[config.mk]
export PLATFORM = sky130hd
export DESIGN_NAME = mcdq_slot_ram
export DESIGN_NICKNAME = d
export VERILOG_FILES = /design/src/rtl/mcdq_slot_ram.sv
export SDC_FILE = /design/constraint.sdc
export NUM_CORES = 2
export LEC_CHECK = 0
export BUFFER_PORTS_ARGS = -buffer_cell sky130_fd_sc_hd__buf_4
export CORE_MARGIN = 2
export CORE_UTILIZATION = 44
export DETAILED_ROUTE_END_ITERATION = 8
export PLACE_DENSITY = 0.69
export SYNTH_ARGS = -nofsm -noshare
export SYNTH_HDL_FRONTEND = slang
export SYNTH_MEMORY_MAX_BITS = 65536
export SYNTH_SLANG_ARGS = --single-unit
[constraint.sdc]
create_clock -name clk_i -period 5.4 [get_ports clk_i]
set_input_delay 1.35 -clock clk_i [delete_from_list [all_inputs] [get_ports clk_i]]
set_output_delay 1.35 -clock clk_i [all_outputs]
set_load 0.01 [all_outputs]
[src/rtl/mcdq_slot_ram.sv]
`default_nettype none
// Single-port entry memory, registered read
module mcdq_slot_ram #(
  parameter int unsigned ENTRIES = 256,
  parameter int unsigned DATA_W  = 17
) (
  input  wire logic                       clk_i,
  input  wire logic                       en_i,
  input  wire logic                       we_i,
  input  wire logic [$clog2(ENTRIES)-1:0] addr_i,
  input  wire logic [DATA_W-1:0]          wdata_i,
  output logic      [DATA_W-1:0]          rdata_o
);

  logic [DATA_W-1:0] mem [ENTRIES];

  always_ff @(posedge clk_i) begin
    if (en_i) begin
      if (we_i) begin
        mem[addr_i] <= wdata_i;
      end else begin
        rdata_o <= mem[addr_i];
      end
    end
  end

endmodule
`default_nettype wire

* Word-level counts from Yosys, hierarchy flattened
Memories as Yosys holds them, arrays and structs flattened. A register that Yosys moved wholly into a read port is not among the register bits.
Index checks and enable logic that the tools add are counted.
** Storage, ports and cells
- Bits in registers :: 0
- RAM bits :: 4352
- Input bits :: 28
- Output and inout bits :: 17
- Word-level logic and storage cells :: 6
- Memories kept :: 1
** Cells by class
- Multiplexer cells :: 3
- Bitwise logic cells :: 1
- Reduce and logical (&&, ||, !) cells :: 1
** Memories
- mem :: depth 256, bits a word 17, read ports 1, clocked after Yosys merged registers in 1, wr ports 1, line 15 : logic [DATA_W-1:0] mem [ENTRIES];
** Operators with widths (count)
- $mux 1 :: 3
- $reduce_and 2->1 :: 1
- $not 1->1 :: 1

* Logic depth before layout (Yosys ltp)
- Word-level depth :: 3
- Gate-level depth with buffers :: 9
- Mapped depth without buffers :: 5

* Least setup slack after synthesis
Ideal clock, no wire load.
- Path type :: in2reg
- Start :: in addr_i[0]
- End :: mem mem[117][0] (enable)
- Library setup time :: 0.391 ns
- Arrival time :: 3.639 ns
- Required time :: 5.009 ns
- Slack :: 1.370 ns
- Cell stages on the path :: 8
- Buffers on the path :: 5
- Cells stage by stage :: clkbuf_1 buf_6 buf_2 buf_2 nor3b_1 nand2_1 clkbuf_1 nor2_1
** RTL lines
- start, declared :: line 10 : input wire logic [$clog2(ENTRIES)-1:0] addr_i,
- end, declared :: line 15
No word-level cell before the write port.

==> flow_summary.toml <==
[pwr]
switching_power_mw = 14.9
combPwrFrac = 0.046
p_seq_frac = 0.532
cellLeakagePower_nw = 58.8
vdd_drop_max_v = 0.000288
power_density_nw_per_um2 = 370
p_clk_frac = 0.422
p_total_mw = 70.3
internal_power_mw = 55.4
netSwitchingFraction = 0.212

[die]
dieArea_um2 = 380000
start_util = 0.443
die_w_um = 616
io-pin-count = 45
fp-row-count = 224
core_area_um2 = 373000
die_y_um = 616

[hold_path]
hold_path_depth = 1
holdCritPathClass = "primary input to flop"
hold_path_startpoint = "wdata_i[13]"
hold_end = "mem[230][13]"

[cells_and_area]
mostFrequentLayoutCells = "edfxtp_1 (4369), mux4_2 (1088), buf_4 (613)"
final_area_um2 = 190000
layout_commonest_cell = "edfxtp_1"
nFillCells = 28200
drive_gt1_frac = 0.306
fin_nets = 7835
instances_no_fill = 13100
final_util = 0.510
area_delta_synth_final_pct = 15.2

[global_route]
track_usage = 0.224
grt_max_degree = 191
antenna_found_initial = 18
grt_pass1_vias = 81300
grt_pass1_wl_mm = 612
grt_overflow = 0

[yosys]
yosys_warnings = 0
yosys_most_used_dff = "edfxtp_1"
synth_cell_types = 21
syn_inst = 7106
synth_area_um2 = 165000
async_flop_share = 0
syn_area_per_cell_um2 = 23.2
ys_ff_latch = 4369
ys_seq_area_frac = 0.795
synth_edf_count = 4369
syn-num-nets = 7134

[worst_setup_path]
required_ns = 6.09
reg2reg_slack_ns = 2.06
path_cells = "buf_16 > buf_12 > buf_12 > mux4_2 > a22oi_1 > a21oi_1 > o41ai_1 > buf_4 > nand4_1"
r2r_cells = 6
end_kind = "flop"
critical_path.max_stage_delay_ns = 1.21
worst_path_max_delay_cell = "o41ai_1"
arrival_ns = 5.31
criticalPathCategory = "primary input to flop"
rr_startpoint = "mem[108][16]"
path_max_fanout = 47
cp_common_cell = "buf_12"
start_kind = "primary input"
reg2reg_to = "rdata_o[16]"

[sta]
hold_viol = 0
setup_violations = 0
rsz0062_at_grt = "no"
fin_ws_ns = 0.781
timing.fmax_mhz = 216
worst_pin_slew_ns = 1.58
slew_viol_final = 4
min_period_over_period = 0.855
min_period_ns = 4.62
whs_ns = 0.838
clock_skew_ns = 0.0833
fin_setup_tns_ns = 0
maxSlewHeadroom = -0.0677

[run]
drv_cap = 3

[cts]
cts_root_buffer = "clkbuf_16"
numCtsBuffers = 423
cts_max_path_buffers = 4
cts.clk_slew.worst_paths_ns = 0.06
postCtsSetupBuffers = 0
worstSkewPairLatency_ns = 0.99
cts_tree = "done"
post_cts_resized = 0
postCtsHoldBufs = 0
cts.sinks = 4369
htreeDepth = 5

[routing]
ant_nets = 0
wl_mm = 431
drt_iter0_markers = 12500
vias = 81600
via_per_inst = 6.21
first_pass_iters = 5
route.detailed.drc = 0
wl_per_cell_um = 32.8

[placement]
hpwl_mm = 256
place_congestion = 0.859
portBuffers = 44
dp.cells = 12400
place_area_um2 = 176000
place_ws_ns = -0.107

[run_status]
status = "finished with violations"
failed_checks = "capacitance limit, slew limit"
[cell usage after synthesis (14+ instances only)]
cell type / count / area share
buf_4: 34 / 0.0015
nand4_1: 17 / 0.00064
buf_6: 14 / 0.00096
edfxtp_1: 4369 / 0.79
a21oi_1: 272 / 0.0082
buf_1: 47 / 0.0011
o41ai_1: 68 / 0.0036
mux4_2: 1088 / 0.15
nor2_1: 259 / 0.0059
a22oi_1: 544 / 0.025
nand2_1: 30 / 0.00068
buf_2: 75 / 0.0023
clkbuf_1: 269 / 0.0061
[per-layer routing]
layer / up-vias / track usage / wire length (µm)
met1: 43400 / 0.310 / 160000
met5: - / 0 / 86
li1: 32100 / - / -
met2: 5271 / 0.352 / 205000
met3: 800 / 0.0465 / 49000
met4: 8 / 0.0849 / 18000
[how the worst max path moves through the flow]
stage	start	end	depth (start not counted)
3_3_place_gp	addr_i[0]	rdata_o[16]	10
4_1_cts	addr_i[0]	rdata_o[16]	10
5_1_grt	addr_i[0]	rdata_o[16]	9
2_1_floorplan	addr_i[0]	mem[117][0]	8
6_report	addr_i[0]	rdata_o[16]	9
3_5_place_dp	addr_i[0]	rdata_o[16]	10
[power by group through the flow]
stage	Clock, mW	Combinational [mW]	Sequential [mW]
6_report	29.7	3.23	37.4
5_1_grt	31.2	3.37	37.4
4_1_cts	30.0	3.24	37.4
3_5_place_dp	0	3.23	38.1
3_3_place_gp	0	3.16	38.1
2_1_floorplan	0	1.57	38.1
[final cells by class]
cell class	instances	area [µm²]	area share
diodes	8	20.0	0.000105
clock buffers	504	11000	0.0576
clock inverters	272	2980	0.0157
multi-input cells	2298	32200	0.169
flip-flops and latches	4369	131000	0.690
well taps	4972	6220	0.0327
repair buffers	715	6560	0.0345
[critical path: cells and delay by family]
kind / cells / cell delay (ns)
simple gates: 1 / 0.09
compound gates: 3 / 1.87
mux: 1 / 0.54
buf+inv: 4 / 1.20
[sequential cells by signal, indices dropped and copies added, names as in the netlist]
name	flops
mem	4352
rdata_o	17
[kinds of logic after synthesis]
family	synth area share
buf+inv	0.0120
simple gates	0.00797
flops	0.795
mux	0.148
compound gates	0.0366
(Power assumes the default switching activity.)
