==> src/rtl/mcdq_ctl_ram.sv <==
`default_nettype none
// Per-class state memory (head pointer and fill count).
// Valid bits make a never-written class read as all zero.
module mcdq_ctl_ram #(
  parameter int unsigned ENTRIES = 32,
  parameter int unsigned DATA_W  = 7
) (
  input  wire logic                       clk_i,
  input  wire logic                       rst_ni,
  input  wire logic                       re_i,
  input  wire logic [$clog2(ENTRIES)-1:0] raddr_i,
  output logic      [DATA_W-1:0]          rdata_o,
  input  wire logic                       we_i,
  input  wire logic [$clog2(ENTRIES)-1:0] waddr_i,
  input  wire logic [DATA_W-1:0]          wdata_i
);

  logic [DATA_W-1:0]  mem [ENTRIES];
  logic [ENTRIES-1:0] vld_q;
  logic               rvld_q;
  logic [DATA_W-1:0]  rdata_q;

  // storage array and registered read
  always_ff @(posedge clk_i) begin
    if (we_i) begin
      mem[waddr_i] <= wdata_i;
    end
    if (re_i) begin
      rdata_q <= mem[raddr_i];
    end
  end

  // valid bits, cleared at reset
  always_ff @(posedge clk_i or negedge rst_ni) begin
    if (!rst_ni) begin
      vld_q  <= '0;
      rvld_q <= 1'b0;
    end else begin
      if (we_i) begin
        vld_q[waddr_i] <= 1'b1;
      end
      if (re_i) begin
        rvld_q <= vld_q[raddr_i];
      end
    end
  end

  assign rdata_o = rvld_q ? rdata_q : '0;

endmodule
`default_nettype wire

==> config.mk <==
export PLATFORM = sky130hd
export DESIGN_NAME = mcdq_ctl_ram
export DESIGN_NICKNAME = d
export VERILOG_FILES = /design/src/rtl/mcdq_ctl_ram.sv
export SDC_FILE = /design/constraint.sdc
export NUM_CORES = 1
export LEC_CHECK = 0
export BUFFER_PORTS_ARGS = -buffer_cell sky130_fd_sc_hd__buf_2
export CORE_UTILIZATION = 23
export DETAILED_ROUTE_END_ITERATION = 16
export PLACE_DENSITY = 0.36
export SETUP_SLACK_MARGIN = 0.4
export SYNTH_ARGS = -nofsm -noshare
export SYNTH_HDL_FRONTEND = slang
export SYNTH_SLANG_ARGS = --single-unit
==> constraint.sdc <==
create_clock -name clk_i -period 3.7 [get_ports clk_i]
set_clock_uncertainty 0.05 [all_clocks]
set_input_delay 0.74 -clock clk_i [delete_from_list [all_inputs] [get_ports clk_i]]
set_output_delay 0.74 -clock clk_i [all_outputs]
set_load 0.1 [all_outputs]
After elaboration in Yosys (flattened, before gate mapping)
Memories as Yosys holds them, arrays and structs flattened. A register that Yosys moved wholly into a read port is not among the register bits.
Index checks and enable logic that the tools add are counted.
- word-level logic and storage cells: 15
- bits of input ports: 21
- output and inout port bits: 7
- memories kept: 1
- memory bits (writable): 224
- register bits after elaboration: 33
- reductions and logical operators: 1
- multiplexer cells: 7
- bitwise logic cells: 1
- $lt $le $gt $ge: 3
- memory list (memory ; depth ; bits a word ; rd ports ; clocked after Yosys merged registers in ; write ports ; line ; source):
    mem ; 32 ; 7 ; 1 ; 1 ; 1 ; 18 ; logic [DATA_W-1:0] mem [ENTRIES];
- operators by type and width (operator ; count):
    $or A32 B32 Y32 ; 1
    $lt A5 B6 Y1 const B ; 2
    $mux W7 ; 1
    $bmux W1 S5 ; 1
    $demux W1 S5 ; 1
    $ge A5 B1 Y1 const B ; 1
    $mux W1 ; 4
    $logic_and A1 B1 Y1 ; 1

Logic depth before layout (Yosys ltp)
Gate-level depths: netlist of run 1.
- depth in word-level cells: 5
- depth in mapped cells: 7
- depth with buffers taken out: 5

Worst setup path after synthesis of run 1
Ideal clock, no wire load.
- kind: in2reg
- start point: input port raddr_i[1]
- end point: register rdata_q[0], read port of mem, data pin
- path slack: 1091 ps
- setup time: 260 ps
- data required time: 3390 ps
- stages: 5
- path buffers: 2
- arrival: 2299 ps
- cells stage by stage: clkbuf_1 -> clkbuf_1 -> mux4_2 -> mux4_2 -> mux2_2
- RTL lines (item ; line ; source):
    start: declaration ; 11 ; input wire logic [$clog2(ENTRIES)-1:0] raddr_i,
    end: declaration ; 21 ; logic [DATA_W-1:0] rdata_q;

Worst setup path after layout of run 1
- start point: register rvld_q
- end point: output port rdata_o[6]
- longest elaborated chain between the ends: 1
- RTL lines (item ; line ; source):
    start: declaration ; 20 ; logic rvld_q;
    start signal: assignment ; 43 ; rvld_q <= vld_q[raddr_i];
    $mux W7 ; 48 ; assign rdata_o = rvld_q ? rdata_q : '0;
    end: declaration ; 12 ; output logic [DATA_W-1:0] rdata_o,
No other way between the ends.

==> impl_summary.log, run 1 <==
INFO  metric run_status = complete, no violations
INFO  metric grt_antenna_before_repair = 0
INFO  metric ff2ff_path_depth = 3
INFO  metric n_antenna_cell = 0
INFO  metric dr.first_iter.drc_count = 249
INFO  metric fmax = 0.392 GHz
INFO  metric clock_latency = 0.54 ns
INFO  metric number_of_nets_with_antenna_violations_after_detailed_routing = 0
INFO  metric layout.filler_cells = 4458
INFO  metric synth_commonest_cells = 231 x edfxtp_1, 70 x mux4_2, 35 x nor2_1, 33 x dfrtp_1, 32 x or2_2
INFO  metric place_inst = 1109
INFO  metric grt_max_degree = 37
INFO  metric synth-compound-area-share = 0.00669
INFO  metric ys_types = 27
INFO  metric start_util = 0.233
INFO  metric min_period_over_period = 0.689
INFO  metric vertical_extent_of_the_die = 213 um
INFO  metric nets = 569
INFO  metric grt_pass1_wl = 36900 um
INFO  metric yosysMostFrequentCell = edfxtp_1
INFO  metric top_level_pins = 28
INFO  metric final_cells = 1163
INFO  metric worstSetupEndpointType = output port
INFO  metric synthesis.area_per_instance = 21.2 um2
INFO  metric cp_max_fo = 8
INFO  metric setup_total_negative_slack = 0 ns
INFO  metric p_total = 0.00689 W
INFO  metric grt_usage = 0.113
INFO  metric gp_congestion = 0.731
INFO  metric final.hold.worst_slack = 0.243 ns
INFO  metric netlist_instances = 486
INFO  metric via_count = 4822
INFO  metric count_of_flip_flops_with_a_built_in_enable_after_synthesis = 231
INFO  metric final_routed_drc_violation_total = 0
INFO  metric ys.flop_type = edfxtp_1
INFO  metric vias_per_cell = 4.15
INFO  metric synth-simple-area-share = 0.0509
INFO  metric finalSetupViolCount = 0
INFO  metric ctsResizeCount = 0
INFO  metric worstReg2RegStart = mem[19][2]$_DFFE_PP_
INFO  metric place.detailed.hpwl = 16200 um
INFO  metric synth_seq_cells = 264
INFO  metric fp-row-count = 77
INFO  metric period_minus_slack = 2.55 ns
INFO  metric post_cts_hold_buffer_count = 0
INFO  metric pwr_density_cell = 562 mW/mm2
INFO  metric drive_above_1_share = 0.370
INFO  metric cts.root.buffer_cell = clkbuf_16
INFO  metric cellLeakagePower = 4.00 nW
INFO  metric yosys-mux-area-fraction = 0.177
INFO  metric worst-slew-pin-transition = 0.939 ns
INFO  metric synth-xor-area-share = 0
INFO  metric reg2reg_slack = 1.66 ns
INFO  metric maxCapViolations = 0
INFO  metric sum_of_routed_wire_length_over_all_layers = 25100 um
INFO  metric ir_drop = 0.323 mV
INFO  metric netlist.area_leader.share = 0.675
INFO  metric critical_path_arrival = 1.76 ns
INFO  metric required = 2.91 ns
INFO  metric synth_adder_area_share = 0
INFO  metric globalRouteOverflowTotal = 0
INFO  metric clkSlewWorstSetupHoldPaths = 0.06 ns
INFO  metric worstSetupStartpointType = flop
INFO  metric setup.worst_path.class = flop to output port
INFO  metric clock_path_buffers = 3
INFO  metric maxSlewViolCount = 0
INFO  metric synthesis.area = 0.0103 mm2
INFO  metric synth_top_area_cell = edfxtp_1
INFO  metric post_drt_wl_per_cell = 21.6 um
INFO  metric dominant_combinational_cell_family_by_area_after_synthesis = multiplexers
INFO  metric synth-async-reset-ratio = 0.125
INFO  metric slew_headroom = 0.372
INFO  metric design.die.area = 0.0456 mm2
INFO  metric cts_inserted_buffers = 29
INFO  metric cts.htree.levels = 1
INFO  metric chipWidth = 213 um
INFO  metric yosysWarnings = 0
INFO  metric detailedRoute.firstPassIterationCount = 4
INFO  metric area_growth_syn_to_layout = 19.3%
INFO  metric syn_nets = 507
INFO  metric largest_cells_by_area_after_synthesis = edfxtp_1 67%, mux4_2 15%, dfrtp_1 8.0%
INFO  metric timing.final.hold_violations = 0
INFO  metric tritoncts = yes
INFO  metric core = 0.0441 mm2
INFO  metric timing.rr.end = rdata_q[2]$_DFFE_PP_
INFO  metric grt_pass1_vias = 4993
INFO  metric postCtsSetupBuffers = 0
INFO  metric portBuffers = 27
INFO  metric holdCritPathClass = input pin to asynchronous set/reset pin
INFO  metric grt_setup_unrepaired = no
INFO  metric cts_sinks = 264
INFO  metric yosysSeqAreaShare = 0.755
worst max-delay path, stage by stage, from the launching register on:
cell and delay, ns:
dfrtp_1 0.50, and2_1 0.26, buf_2 0.46
cell type report:
type	instances	area [um2]	area share
clock buffers	32	737	0.0601
clock inverters	22	243	0.0198
multi-input cells	201	2410	0.196
flip-flops and latches	264	7760	0.633
well taps	592	741	0.0604
repair buffers	52	375	0.0306
logic make-up after synthesis:
| family | after synthesis |
|---|---|
| muxes | 93 |
| DFF | 264 |
| buffers and inverters | 21 |
| and+or+nand+nor | 98 |
| AOI/OAI and AO/OA | 10 |
layer usage:
metal / wire, um / up-vias / global-route usage / share of wire
li1: - / 2100 / - / -
met1: 12300 / 2613 / 0.170 / 0.49
met2: 11300 / 86 / 0.172 / 0.45
met3: 1070 / 23 / 0.0142 / 0.043
met4: 436 / 0 / 0.0291 / 0.017
met5: 0 / - / 0 / 0
state kept, by name (all words and copies together), names as in the netlist:
register	flops
mem	224
rvld_q	1
rdata_q	7
vld_q	32
cells in the final DEF, fill, tap and decap left out, types with 3 or more instances in the layout:
cell	n
clkinv_2	9
nand3_1	3
and2_1	8
or3b_2	3
a22oi_1	3
mux4_2	70
buf_4	22
clkinv_1	4
clkbuf_1	3
bufinv_16	5
mux2_2	7
nand3b_1	5
nor2_1	35
nand2_1	5
buf_12	4
dfrtp_1	33
clkbuf_16	29
edfxtp_1	231
mux2i_1	16
a21oi_1	3
or2_2	32
buf_2	26
where the power goes:
part | leakage, nW | internal [W] | switching, W | total (W)
registers | 2.46 | 0.00336 | 0.0000494 | 0.00341
clock network | 0.482 | 0.00178 | 0.00118 | 0.00296
logic | 1.06 | 0.000210 | 0.000313 | 0.000524
total | 4.00 | 0.00535 | 0.00154 | 0.00689
stage by stage:
step | cell area [um2] | worst slack, ns | util
final | 12300 | 1.15 | 0.278
after global routing | 12300 | 1.04 | 0.278
after CTS | 12300 | 1.05 | 0.278
after detailed placement | 11300 | 0.618 | 0.256
after global placement | 11300 | 0.613 | 0.256
after floorplan | 10300 | 1.09 | -
worst max-delay path by stage:
stage                             startpoint                    to  slack, ns  depth (start not counted)
final                     rvld_q$_DFFE_PN0P_            rdata_o[6]       1.15                          2
after global placement            raddr_i[0]  rdata_q[2]$_DFFE_PP_       0.61                          5
after CTS                 rvld_q$_DFFE_PN0P_            rdata_o[0]       1.05                          2
after global routing      rvld_q$_DFFE_PN0P_            rdata_o[0]       1.04                          2
after floorplan                   raddr_i[1]  rdata_q[0]$_DFFE_PP_       1.09                          5
after detailed placement          raddr_i[0]  rdata_q[1]$_DFFE_PP_       0.62                          5
No activity file was read; power rests on OpenSTA's default activity.
==> inputs of run 2 (changes only) <==
PLACE_DENSITY = 0.37   (was 0.36)
clock period = 2.3 ns   (was 3.7 ns; I/O delays follow)
==> run 2 against run 1 <==
Power up 61%. Critical endpoint is now rdata_q[3]$_DFFE_PP_. Non-clock buffer count up 34. Flip-flop and latch count unchanged.
==> impl_summary.log, run 2 (synthesized netlist as in run 1, its figures left out) <==
INFO  metric hold_path_startpoint = re_i
INFO  metric tritoncts = yes
INFO  metric critical-path-top-delay-family = multiplexers
INFO  metric holdCritPathClass = input pin to flop
INFO  metric design.die.area = 0.0456 mm2 (unchanged)
INFO  metric final_area = 0.0127 mm2 (+3.2%)
INFO  metric period_minus_slack = 2.04 ns
INFO  metric crit_path_max_incr_delay = 0.54 ns (+0.04 ns)
INFO  metric top_register = mem
INFO  metric cp.buffers_inverters = 3 (+2)
INFO  metric area_growth_syn_to_layout = 23.1%
INFO  metric cts.root.buffer_cell = clkbuf_16
INFO  metric cellLeakagePower = 4.21 nW (+5.3%)
INFO  metric grt_pass1_wl = 37300 um (+1.1%)
INFO  metric required = 2.54 ns (-0.37 ns)
INFO  metric worstReg2RegStart = mem[23][4]$_DFFE_PP_
INFO  metric detailedRoute.firstPassIterationCount = 5 (+1)
INFO  metric reg2reg_slack = 0.27 ns (-1.39 ns)
INFO  metric clock_latency = 0.54 ns (about the same)
INFO  metric pwr_density_cell = 879 mW/mm2 (+56%)
INFO  metric finalSetupViolCount = 0 (unchanged)
INFO  metric layout.cells.most_common_list = 231 x edfxtp_1, 70 x mux4_2, 47 x buf_4
INFO  metric final_cells = 1196 (+2.8%)
INFO  metric clkSlewWorstSetupHoldPaths = 0.06 ns (about the same)
INFO  metric via_count = 4950 (+2.7%)
INFO  metric cts.htree.levels = 1 (unchanged)
INFO  metric maxSlewViolCount = 0 (unchanged)
INFO  metric mostFrequentLayoutCell = edfxtp_1
INFO  metric chipWidth = 213 um (unchanged)
INFO  metric setup.worst_path.class = input pin to flop
INFO  metric grt_setup_unrepaired = yes
INFO  metric fmax = 0.490 GHz
INFO  metric number_of_nets_with_antenna_violations_after_detailed_routing = 0 (unchanged)
INFO  metric detailed_place.area = 0.0116 mm2 (+2.5%)
INFO  metric clock_path_buffers = 3 (unchanged)
INFO  metric n_antenna_cell = 0 (unchanged)
INFO  metric maxCapViolations = 0 (unchanged)
INFO  metric portBuffers = 27 (unchanged)
INFO  metric final.hold.worst_slack = 0.242 ns (-0.00115 ns)
INFO  metric slew_headroom = 0.452 (+0.0805)
INFO  metric layout.filler_cells = 4426 (-0.72%)
INFO  metric reg.largest.list = mem x224, vld_q x32, rdata_q x7
INFO  metric fp-row-count = 77 (unchanged)
INFO  metric crit_path_cell_trace = buf_6 -> buf_12 -> buf_12 -> mux4_2 -> mux4_2 -> mux2_2
INFO  metric vertical_extent_of_the_die = 213 um (unchanged)
INFO  metric globalRouteOverflowTotal = 0 (unchanged)
INFO  metric nets = 603 (+6.0%)
INFO  metric worst-slew-pin-transition = 0.821 ns (-0.117 ns)
INFO  metric worstHoldEndpoint = rdata_q[3]$_DFFE_PP_
INFO  metric place.detailed.hpwl = 16900 um (+4.6%)
INFO  metric p_total = 0.0111 W (+61%)
INFO  metric grt_antenna_before_repair = 0 (unchanged)
INFO  metric cp_max_fo = 8 (unchanged)
INFO  metric grt_usage = 0.115 (+0.00176)
INFO  metric timing.final.hold_violations = 0 (unchanged)
INFO  metric min_period_over_period = 0.887
INFO  metric largest_register_ffs = 224 (unchanged)
INFO  metric grt_max_degree = 34 (-8.1%)
INFO  metric post_drt_wl_per_cell = 21.2 um (-1.7%)
INFO  metric drive_above_1_share = 0.404 (+0.0344)
INFO  metric vias_per_cell = 4.14 (-0.18%)
INFO  metric grt_pass1_vias = 5235 (+4.8%)
INFO  metric sum_of_routed_wire_length_over_all_layers = 25300 um (+1.1%)
INFO  metric timing.rr.end = rdata_q[4]$_DFFE_PP_
INFO  metric hold-path-cell-count = 1
INFO  metric path_depth = 6 (+4)
INFO  metric cpMaxStageDelayCell = mux4_2
INFO  metric setup_total_negative_slack = 0 ns (unchanged)
INFO  metric cts_inserted_buffers = 29 (unchanged)
INFO  metric top_level_pins = 28 (unchanged)
INFO  metric core = 0.0441 mm2 (unchanged)
INFO  metric worstSetupStartpointType = input pin
INFO  metric dr.first_iter.drc_count = 383 (+54%)
INFO  metric place_inst = 1138 (+2.6%)
INFO  metric run_status = complete, no violations
INFO  metric critical_path_arrival = 2.28 ns (+0.52 ns)
INFO  metric final_routed_drc_violation_total = 0 (unchanged)
INFO  metric worstSetupEndpointType = flop
INFO  metric cts_sinks = 264 (unchanged)
INFO  metric ir_drop = 0.462 mV (+43%)
INFO  metric start_util = 0.233 (unchanged)
INFO  metric ff2ff_path_depth = 3 (unchanged)
INFO  metric gp_congestion = 0.739 (+1.1%)
run 2: cell types whose count changed in the layout (fill, tap and decap cells not counted), moves of 2 or more:
cell and change:
buf_2 -7, buf_12 +5, clkinv_2 -2, buf_6 +9, buf_4 +25, clkbuf_8 +3
run 2: timing repair:
action	in CTS	in global routing
endpoints found under the hold margin	33	0
endpoints found under the setup margin	14	14
gates resized for setup	17	0
setup buffers	3	0
hold buffers	1	0
gates cloned	0	1
run 2: area by class of cell:
type	count	area, um2	share of cell area
well taps	592	741	0.0585
flip-flops and latches	264	7760	0.613
repair buffers	86	764	0.0604
clock inverters	19	201	0.0159
multi-input cells	201	2410	0.191
clock buffers	34	774	0.0612
run 2: how the worst max path moves through the flow:
stage / startpoint / to
2_1_floorplan: raddr_i[0] / rdata_q[3]$_DFFE_PP_
5_1_grt: mem[23][4]$_DFFE_PP_ / rdata_q[4]$_DFFE_PP_
3_3_place_gp: raddr_i[0] / rdata_q[4]$_DFFE_PP_
6_report: raddr_i[0] / rdata_q[3]$_DFFE_PP_
4_1_cts: mem[23][4]$_DFFE_PP_ / rdata_q[4]$_DFFE_PP_
3_5_place_dp: raddr_i[0] / rdata_q[3]$_DFFE_PP_
run 2: per-layer routing:
metal / share of wire / GRT usage
met3: 0.053 / 0.0161
met2: 0.46 / 0.176
met5: 0 / 0
met1: 0.47 / 0.170
met4: 0.015 / 0.0318
run 2: per-stage QoR:
step	worst slack [ns]	utilization
finish	0.259	0.287
global route	0.222	0.287
CTS	0.247	0.286
detailed placement	-0.382	0.262
global placement	-0.393	0.262
floorplan	0.0592	-
run 2: report_power, final:
group / switching (W) / leakage [nW] / internal [W]
Sequential: 0.0000810 / 2.46 / 0.00541
Clock: 0.00187 / 0.476 / 0.00285
Combinational: 0.000522 / 1.27 / 0.000398
Total: 0.00247 / 4.21 / 0.00865
